--- src/design/md_message_padder_assert.svh ---
// Assertion helpers for the message padder, clocked on clk, reset by arst_n.
`ifndef MD_MESSAGE_PADDER_ASSERT_SVH
`define MD_MESSAGE_PADDER_ASSERT_SVH

// Same-cycle implication.
`define MDP_ASSERT_IMP(lbl, ante, cons) \
	lbl: assert property (@(posedge clk) disable iff (!arst_n) (ante) |-> (cons)) \
		else $error("md_message_padder: same-cycle check failed");

// Next-cycle implication.
`define MDP_ASSERT_NEXT(lbl, ante, cons) \
	lbl: assert property (@(posedge clk) disable iff (!arst_n) (ante) |=> (cons)) \
		else $error("md_message_padder: next-cycle check failed");

`endif

--- src/design/mdp_pkg.sv ---
package mdp_pkg;

	localparam logic [7:0] PAD_MARK      = 8'h80;
	// first byte position in a block that leaves no room for the length
	localparam logic [5:0] LAST_FIT_BYTE = 6'd56;
	localparam logic [3:0] LEN_HI_WORD   = 4'd14;
	localparam logic [3:0] LAST_WORD     = 4'd15;

	typedef struct packed {
		logic [31:0] out_word;
		logic        block_last;
		logic        message_last;
	} mdp_word_t;

	typedef struct packed {
		logic      valid;
		mdp_word_t word;
	} mdp_push_t;

	function automatic logic [31:0] byte_swap32(input logic [31:0] w);
		byte_swap32 = {w[7:0], w[15:8], w[23:16], w[31:24]};
	endfunction

endpackage

--- src/design/mdp_word_builder.sv ---
// Byte packer and padding sequencer: one output word per cycle at most.
module mdp_word_builder (
	input  logic              clk,
	input  logic              arst_n,
	input  logic              length_little_endian,
	input  logic              in_valid,
	output logic              in_ready,
	input  logic [7:0]        data_byte,
	input  logic              byte_present,
	input  logic              end_of_message,
	input  logic              space,
	output mdp_pkg::mdp_push_t push
);

	logic [63:0] byte_count_q;
	logic [23:0] partial_q;
	logic [3:0]  widx_q;
	logic        pad_q;
	logic        mark_q;
	logic        extra_q;

	logic        in_fire;
	logic        pad_step;
	logic [1:0]  k;
	logic [5:0]  pos_next;
	logic [63:0] bit_len;
	logic [31:0] mark_word;
	logic [31:0] len_word;
	logic        msg_end;

	assign in_ready = !pad_q && space;
	assign in_fire  = in_valid && in_ready;
	assign pad_step = pad_q && space;
	assign k        = byte_count_q[1:0];
	assign pos_next = byte_count_q[5:0] + {5'd0, byte_present};
	assign bit_len  = {byte_count_q[60:0], 3'b000};
	assign msg_end  = !extra_q && (widx_q == mdp_pkg::LAST_WORD);

	// word holding the remaining message bytes and the 0x80 mark
	always_comb begin
		mark_word = '0;
		if (mark_q) begin
			unique case (k)
				2'd0: mark_word = {mdp_pkg::PAD_MARK, 24'd0};
				2'd1: mark_word = {partial_q[7:0], mdp_pkg::PAD_MARK, 16'd0};
				2'd2: mark_word = {partial_q[15:0], mdp_pkg::PAD_MARK, 8'd0};
				2'd3: mark_word = {partial_q[23:0], mdp_pkg::PAD_MARK};
				default: mark_word = '0;
			endcase
		end
	end

	// length occupies the last two words of the final block
	always_comb begin
		len_word = '0;
		if (!extra_q && widx_q == mdp_pkg::LEN_HI_WORD) begin
			len_word = length_little_endian ? mdp_pkg::byte_swap32(bit_len[31:0])
			                                : bit_len[63:32];
		end else if (!extra_q && widx_q == mdp_pkg::LAST_WORD) begin
			len_word = length_little_endian ? mdp_pkg::byte_swap32(bit_len[63:32])
			                                : bit_len[31:0];
		end
	end

	always_comb begin
		push = '0;
		if (in_fire && byte_present && k == 2'd3) begin
			push.valid             = 1'b1;
			push.word.out_word     = {partial_q, data_byte};
			push.word.block_last   = (widx_q == mdp_pkg::LAST_WORD);
			push.word.message_last = 1'b0;
		end else if (pad_step) begin
			push.valid             = 1'b1;
			push.word.out_word     = mark_word | len_word;
			push.word.block_last   = (widx_q == mdp_pkg::LAST_WORD);
			push.word.message_last = msg_end;
		end
	end

	always_ff @(posedge clk or negedge arst_n) begin
		if (!arst_n) begin
			byte_count_q <= '0;
			partial_q    <= '0;
			widx_q       <= '0;
			pad_q        <= 1'b0;
			mark_q       <= 1'b0;
			extra_q      <= 1'b0;
		end else if (in_fire) begin
			if (byte_present) begin
				byte_count_q <= byte_count_q + 64'd1;
				if (k == 2'd3) begin
					partial_q <= '0;
					widx_q    <= widx_q + 4'd1;
				end else begin
					partial_q <= {partial_q[15:0], data_byte};
				end
			end
			if (end_of_message) begin
				pad_q   <= 1'b1;
				mark_q  <= 1'b1;
				extra_q <= (pos_next >= mdp_pkg::LAST_FIT_BYTE);
			end
		end else if (pad_step) begin
			mark_q <= 1'b0;
			widx_q <= widx_q + 4'd1;
			if (widx_q == mdp_pkg::LAST_WORD) begin
				extra_q <= 1'b0;
			end
			if (msg_end) begin
				pad_q        <= 1'b0;
				byte_count_q <= '0;
				partial_q    <= '0;
				widx_q       <= '0;
			end
		end
	end

endmodule

--- src/design/mdp_out_queue.sv ---
// Output register plus skid register; takes one more word while the head is stalled.
module mdp_out_queue (
	input  logic               clk,
	input  logic               arst_n,
	input  mdp_pkg::mdp_push_t push,
	output logic               space,
	output logic               out_valid,
	input  logic               out_ready,
	output mdp_pkg::mdp_word_t head
);

	mdp_pkg::mdp_word_t main_q;
	mdp_pkg::mdp_word_t skid_q;
	logic               main_v_q;
	logic               skid_v_q;
	logic               pop;

	assign space     = !skid_v_q;
	assign out_valid = main_v_q;
	assign head      = main_q;
	assign pop       = main_v_q && out_ready;

	always_ff @(posedge clk or negedge arst_n) begin
		if (!arst_n) begin
			main_v_q <= 1'b0;
			skid_v_q <= 1'b0;
		end else if (skid_v_q) begin
			if (pop) begin
				skid_v_q <= 1'b0;
			end
		end else if (!main_v_q || pop) begin
			main_v_q <= push.valid;
		end else if (push.valid) begin
			skid_v_q <= 1'b1;
		end
	end

	// payload, no reset
	always_ff @(posedge clk) begin
		if (skid_v_q) begin
			if (pop) begin
				main_q <= skid_q;
			end
		end else if (!main_v_q || pop) begin
			if (push.valid) begin
				main_q <= push.word;
			end
		end else if (push.valid) begin
			skid_q <= push.word;
		end
	end

endmodule

--- src/design/md_message_padder.sv ---
// MD5 / SHA-256 message padder.
// Input channel (in_valid/in_ready): one item per message byte; byte_present
// says data_byte is real, end_of_message closes the message (it may come with
// or without a byte). Output channel (out_valid/out_ready): 32-bit words,
// earliest byte in bits 31..24, block_last on word 16 of each 64-byte block,
// message_last on the final length word.
// cfg_write_en/cfg_write_data set the length byte order (1 = little-endian,
// MD5). Change it only between messages.
// A word completed by an item is registered in the output queue before it is
// presented. The packer takes one item per cycle while in_ready is high.
// After end_of_message the padding sequencer emits one word per cycle while the
// queue has space, 3 to 18 words, and in_ready stays low until the last one.
// A two-entry output queue (output register plus skid) holds a second word
// while the head word waits; if the receiver keeps stalling, in_ready
// drops once the skid entry is taken.
// Reset clears counters, queue valid flags and register (big-endian); no clearing pass.
module md_message_padder (
	input  logic        clk,
	input  logic        arst_n,
	input  logic        cfg_write_en,
	input  logic        cfg_write_data,
	input  logic        in_valid,
	output logic        in_ready,
	input  logic [7:0]  data_byte,
	input  logic        byte_present,
	input  logic        end_of_message,
	output logic        out_valid,
	input  logic        out_ready,
	output logic [31:0] out_word,
	output logic        block_last,
	output logic        message_last
);

	`include "md_message_padder_assert.svh"

	logic               length_le_q;
	logic               space;
	mdp_pkg::mdp_push_t push;
	mdp_pkg::mdp_word_t head;

	always_ff @(posedge clk or negedge arst_n) begin
		if (!arst_n) begin
			length_le_q <= 1'b0;
		end else if (cfg_write_en) begin
			length_le_q <= cfg_write_data;
		end
	end

	// packing and padding, feeds the queue one word per cycle at most
	mdp_word_builder u_builder (
		.clk                  (clk),
		.arst_n               (arst_n),
		.length_little_endian (length_le_q),
		.in_valid             (in_valid),
		.in_ready             (in_ready),
		.data_byte            (data_byte),
		.byte_present         (byte_present),
		.end_of_message       (end_of_message),
		.space                (space),
		.push                 (push)
	);

	mdp_out_queue u_queue (
		.clk       (clk),
		.arst_n    (arst_n),
		.push      (push),
		.space     (space),
		.out_valid (out_valid),
		.out_ready (out_ready),
		.head      (head)
	);

	assign out_word     = head.out_word;
	assign block_last   = head.block_last;
	assign message_last = head.message_last;

	// the final word always closes a block
	`MDP_ASSERT_IMP(a_msg_last_closes_block, out_valid && message_last, block_last)
	// padding holds the input off right after the message ends
	`MDP_ASSERT_NEXT(a_pad_blocks_input, in_valid && in_ready && end_of_message, !in_ready)
	// input is never taken while the skid entry is occupied
	`MDP_ASSERT_IMP(a_ready_needs_space, in_ready, space)

endmodule
--- config.mk ---
export PLATFORM = sky130hd
export DESIGN_NAME = md_message_padder
export DESIGN_NICKNAME = d
export VERILOG_FILES = /design/src/design/mdp_pkg.sv /design/src/design/mdp_word_builder.sv /design/src/design/mdp_out_queue.sv /design/src/design/md_message_padder.sv
export VERILOG_INCLUDE_DIRS = /design/src /design/src/design
export SDC_FILE = /design/constraint.sdc
export NUM_CORES = 1
export LEC_CHECK = 0
export BUFFER_PORTS_ARGS = -buffer_cell sky130_fd_sc_hd__buf_2
export CAP_MARGIN = 40
export CORE_ASPECT_RATIO = 0.9
export CORE_MARGIN = 2
export CORE_UTILIZATION = 46
export DETAILED_ROUTE_END_ITERATION = 7
export GPL_ROUTABILITY_DRIVEN = 0
export PLACE_DENSITY = 0.68
export SYNTH_ARGS = -nofsm -noshare
export SYNTH_HDL_FRONTEND = slang
export SYNTH_SLANG_ARGS = --single-unit
--- constraint.sdc ---
create_clock -name clk -period 3.6 [get_ports clk]
set_input_delay 0.36 -clock clk [delete_from_list [all_inputs] [get_ports clk]]
set_output_delay 0.36 -clock clk [all_outputs]
set_load 0.01 [all_outputs]
# After elaboration in Yosys (flattened, before gate mapping)
# Cells that the tools add are included.
# totals
regBits	166
input_bits	16
word_cells	98
# op_classes
addsub	3
n_lt_le_gt_ge	1
eq_ne	9
n_mux	40
bitwise	3
reduce_logical	27
# ops
operator	count
two-way mux 64 bit	4
two-way mux 32 bit	5
two-way mux 34 bit	4
one-hot mux 32 bit (4 select lines)	1
two-way mux 24 bit	5
two-way mux 35 bit	2
adder 64 x 1 -> 64 bit, second input constant	1
bitwise OR 32 bit	1
two-way mux 4 bit	5
AND reduction 3 bit	6
two-way mux 1 bit	14
nonzero test 2 bit	5
== test 4 bit, second input constant	2
logical AND 1 bit	8
!= test 2 bit, second input constant	4
adder 6 x 1 -> 6 bit	1
greater-or-equal comparator 6 bit, second input constant	1
adder 4 x 1 -> 4 bit, second input constant	1
== test 2 bit, second input constant	2
logical NOT 1 bit	4
AND reduction 2 bit	2
== test 2 x 1 -> 1 bit, second input constant	1
logical NOT 2 bit	1
inverter 1 bit	2
logical OR 1 bit	1

# Logic depth before layout (Yosys ltp)
# logic_depth
word_depth	10
depth_mapped	9

# Cells and area by module
# Synthesis repeated with hierarchy kept, for this count alone.
# hier_totals
hier_cells	868
hier_area_um2	8852.2
# modules_own_cells
mod	n_inst	cells_each	area_per_inst_um2
mdp_word_builder	1	749	6233.5
mdp_out_queue	1	117	2578.7
md_message_padder	1	2	40.0

# Least setup slack after synthesis
# OpenSTA, ideal clock, no wires.
# synth_timing
kind	register to register
startpoint	register u_builder.pad_q
endpoint	register u_queue.main_q (netlist bit u_queue.head[0]), enable pin
setup_ns	0.440
t_arrival_ns	2.779
required_ns	3.160
slack_ns	0.381
path_stages_with_launch	6
n_path_buf	1
synth_period_minus_slack_ns	3.219
cell_sequence	dfrtp_1 -> buf_6 -> and4bb_1 -> and2_1 -> nor2_1 -> a22oi_1
# synth_between
elab_chain_cells	8
# synth_rtl
element	line_no	rtl
from (decl)	mdp_word_builder.sv:18	logic pad_q;
from (signal assigned)	mdp_word_builder.sv:85	pad_q <= 1'b0;
from (signal assigned)	mdp_word_builder.sv:99	pad_q <= 1'b1;
from (signal assigned)	mdp_word_builder.sv:110	pad_q <= 1'b0;
logical NOT 1 bit	mdp_word_builder.sv:31	assign in_ready = !pad_q && space;
logical AND 1 bit	mdp_word_builder.sv:31	
logical AND 1 bit	mdp_word_builder.sv:32	assign in_fire = in_valid && in_ready;
logical AND 1 bit (2 in series)	mdp_word_builder.sv:67	if (in_fire && byte_present && k == 2'd3) begin
two-way mux 35 bit (*)	mdp_word_builder.sv:67	
nonzero test 2 bit (no line) (*)	-	
AND reduction 3 bit (no line) (*)	-	
to (signal assigned)	mdp_out_queue.sv:42	main_q <= skid_q;
to (signal assigned)	mdp_out_queue.sv:46	main_q <= push.word;
to (decl)	mdp_out_queue.sv:12	mdp_pkg::mdp_word_t main_q;
# Mark *: on every way between the ends. The rest lies on a longest branch, timed or not.
# A chain may end at the register's enable or synchronous reset.

# Final worst setup path
# layout_timing
startpoint	register u_builder.byte_count_q[1]
endpoint	register u_builder.byte_count_q[56]
# layout_between
elab_chain_cells	3
# layout_rtl
element	line_no	rtl
from (decl)	mdp_word_builder.sv:15	logic [63:0] byte_count_q;
from (signal assigned)	mdp_word_builder.sv:90	byte_count_q <= byte_count_q + 64'd1;
adder 64 x 1 -> 64 bit	mdp_word_builder.sv:90	
two-way mux 64 bit	mdp_word_builder.sv:89	if (byte_present) begin
two-way mux 64 bit	mdp_word_builder.sv:88	end else if (in_fire) begin
# Every way passes these cells. The select of a mux whose other input is x is not followed.

==> impl_metrics.yaml <==
placement:
  post-dp-hpwl_microns: 17600
  post_dp_cell_area_sq_um: 9460
  dpl.cell_count: 1159
  io_buffers: 51
drt:
  drc: 0
  first_pass_iters: 5
  via_per_inst: 6.24
  drtAntennaViolNets: 0
  drt-initial-drc-count: 923
  wl_per_cell_microns: 21.1
  via_count: 7427
  drt_wl_total_microns: 25100
final_layout:
  fillers: 1686
  fin_cells: 1191
  syn_to_final_growth_pct: 12.4
  fin_area_sq_um: 10100
  n_antenna_cell: 0
  drive_above_1_share: 0.173
  fin_nets: 952
  fin_util: 0.526
sta:
  fin_crit_sh: 0.841
  rsz0062_at_grt: "no"
  period_minus_slack_ns: 3.03
  fin_tns_setup_ns: 0
  slew_headroom: 0.451
  drv_slew: 0
  max_freq_mhz: 330
  worst_slew_pin_slew_ns: 0.824
  hold_slack_ns: -0.00612
  clock_skew_ns: 0.0110
  finalHoldViolCount: 2
  finalSetupViolations: 0
yosys:
  yosys-top-cells-area: "dfrtp_1 (27%), edfxtp_1 (23%), mux2_2 (5.5%)"
  yosys_register_bits: 163
  yosysTopAreaCellShare: 0.265
  syn-cell-area_sq_um: 8960
  avgSynthCellArea_sq_um: 9.96
  yosys-top-cells-count: "nand2_1 (115), dfrtp_1 (95), edfxtp_1 (68), o21ai_0 (58), a21oi_1 (57)"
  async_flop_share: 0.583
  synth_most_common_cell: "nand2_1"
  synth_edf_count: 68
  yosysSeqAreaShare: 0.493
  ys.flop_type: "dfrtp_1"
  yosys.area.top_type: "dfrtp_1"
  synth_warnings: 0
  synth_cell_type_count: 63
  synth_cells: 900
  syn_nets: 924
power_and_ir_drop:
  seq_power_share: 0.450
  pwr-share-clk: 0.268
  p_int_mw: 4.48
  ir_drop_v: 0.000415
  swShare: 0.373
  power_leakage_nw: 4.11
  comb_power_share: 0.282
  netSwitchingPower_mw: 2.67
  p_per_area_nw_per_um2: 709
floorplanning:
  io_pins: 52
  fp.dieH_microns: 136
  start_util: 0.468
  dieArea_sq_um: 20600
  die_w_microns: 151
  core_area_sq_um: 19200
  rows: 48
run:
  maxCapViolations: 0
clock_network:
  clk_pin_slew_ns: 0.07
  clkLatencyLatePin_ns: 0.44
  cts-resized-gates: 0
  cts_buffers: 17
  h-tree-depth: 4
  cts_root_buf: "clkbuf_16"
  cts_hold_buffers: 0
  clock_sinks: 163
  postCtsSetupRepairBufs: 0
  cts_tree: "yes"
  clockBufferDepth: 2
critical_path:
  cp_max_fo: 27
  critical_path_required_ns: 3.96
  critPathLaunchType: "flop"
  critical_path.max_stage_delay_ns: 0.93
  cp_slowest_cell: "or4_1"
  worst_path_most_repeated_cell: "or4_1"
  critPathKind: "flop to flop"
  path_buf_inv: 0
  critPathTopFamily: "simple AND/OR/NAND/NOR gates"
  arrival_ns: 3.39
  crit_chain: "ha_1 > nand3_2 > or4_1 > or4_1 > a21oi_1"
  worstSetupEndpointType: "flop"
global_routing:
  grt_usage: 0.252
  met1_usage: 0.372
  grt-busiest-layer: "met2"
  antenna_found_initial: 0
  grt.overflow.total: 0
  grt_use_met3: 0.0480
  grt_max_degree: 56
  use_met2: 0.380
  grt_pass1_vias: 6880
  grt_pass1_wl_microns: 39700
status:
  status: "finished with violations"
  violations: "hold timing"
worst_hold_path:
  hold_path.class: "input port to async pin"
metal layers:
layer  share of wire  routed length [microns]
met1            0.45                    11300
met4           0.018                      447
met3           0.081                     2030
met5               0                        0
met2            0.45                    11400
placed cells by master, fill, tap and decap left out, types with 6 or more instances in the layout:
| cell | instances |
|---|---|
| o31ai_1 | 14 |
| nand2_1 | 115 |
| nor4_1 | 7 |
| buf_4 | 24 |
| inv_1 | 16 |
| buf_2 | 50 |
| and4_1 | 7 |
| xor2_1 | 10 |
| mux2i_1 | 28 |
| ha_1 | 8 |
| nor2_1 | 41 |
| a22oi_1 | 8 |
| nand3_1 | 54 |
| o22ai_1 | 13 |
| nand2b_1 | 7 |
| mux2_2 | 44 |
| dfrtp_1 | 94 |
| or4_1 | 16 |
| o21ai_0 | 58 |
| or3_1 | 22 |
| a31oi_1 | 7 |
| o21a_1 | 6 |
| nor3_1 | 8 |
| nand4_1 | 18 |
| clkbuf_16 | 18 |
| a21oi_1 | 57 |
| a21o_1 | 12 |
| edfxtp_1 | 68 |
| o32ai_1 | 7 |
| and3_1 | 13 |
| a222oi_1 | 14 |
| xnor2_1 | 10 |
through the flow:
stage / setup slack (ns) / total power [mW]
after floorplan: 0.381 / 4.34
after global placement: 0.713 / 5.13
after detailed placement: 0.652 / 5.22
after CTS: 0.629 / 7.14
after global routing: 0.436 / 7.49
final: 0.574 / 7.14
registers in the layout, summed over array words and instances (netlist names):
register,count
length_le_q,1
u_builder.byte_count_q,61
u_builder.extra_q,1
u_builder.mark_q,1
u_builder.pad_q,1
u_builder.partial_q,24
u_builder.widx_q,4
u_queue.head,34
u_queue.out_valid,1
u_queue.skid_q,34
u_queue.skid_v_q,1
worst paths after layout:
| check | from | end | slack [ns] | cells after the start |
|---|---|---|---|---|
| setup / recovery | u_builder.byte_count_q[1]$_DFFE_PN0P_ | u_builder.byte_count_q[56]$_DFFE_PN0P_ | 0.57 | 5 |
| hold / removal | arst_n | u_builder.byte_count_q[49]$_DFFE_PN0P_ | -0.006 | 1 |
| setup reg to reg | u_builder.byte_count_q[1]$_DFFE_PN0P_ | u_builder.byte_count_q[56]$_DFFE_PN0P_ | 0.57 | 5 |
| hold reg to reg | u_builder.partial_q[23]$_DFFE_PN0P_ | u_builder.partial_q[23]$_DFFE_PN0P_ | 0.51 | 2 |
| max in group asynchronous | arst_n | u_builder.byte_count_q[33]$_DFFE_PN0P_ | 2.78 | 2 |
| min in group clk | out_ready | u_queue.skid_v_q$_DFF_PN0_ | 0.14 | 2 |
kinds of logic after synthesis:
| family | Yosys count | synth area share |
|---|---|---|
| AOI/OAI and AO/OA | 218 | 0.156 |
| xor gates and xnor gates | 20 | 0.0195 |
| adders and majority gates | 8 | 0.0112 |
| buffers and inverters | 84 | 0.0410 |
| DFF | 163 | 0.493 |
| muxes | 72 | 0.0866 |
| and+or+nand+nor | 335 | 0.193 |
power groups by stage:
stage,clock [mW],combinational (mW),sequential (mW)
finish,1.92,2.01,3.22
CTS,1.94,2.01,3.20
global route,2.00,2.21,3.28
floorplan,0,1.25,3.09
detailed placement,0,2.00,3.22
global placement,0,1.91,3.22
area by class of cell:
cell class                 instances  area (sq um)  area share
inverter                          17          63.8     0.00633
tap                              250           313      0.0311
timing repair buffer              76           478      0.0474
clock inverter                    13           161      0.0160
multi-input combinational        653          4180       0.415
clock buffer                      19           454      0.0451
sequential                       163          4420       0.439
worst register-to-register path: stages (launching register included):
cell and delay (ns):
dfrtp_1 0.56, ha_1 0.50, nand3_2 0.17, or4_1 0.93
or4_1 0.64, a21oi_1 0.16
Note: power is estimated with default switching activity, not from simulation.
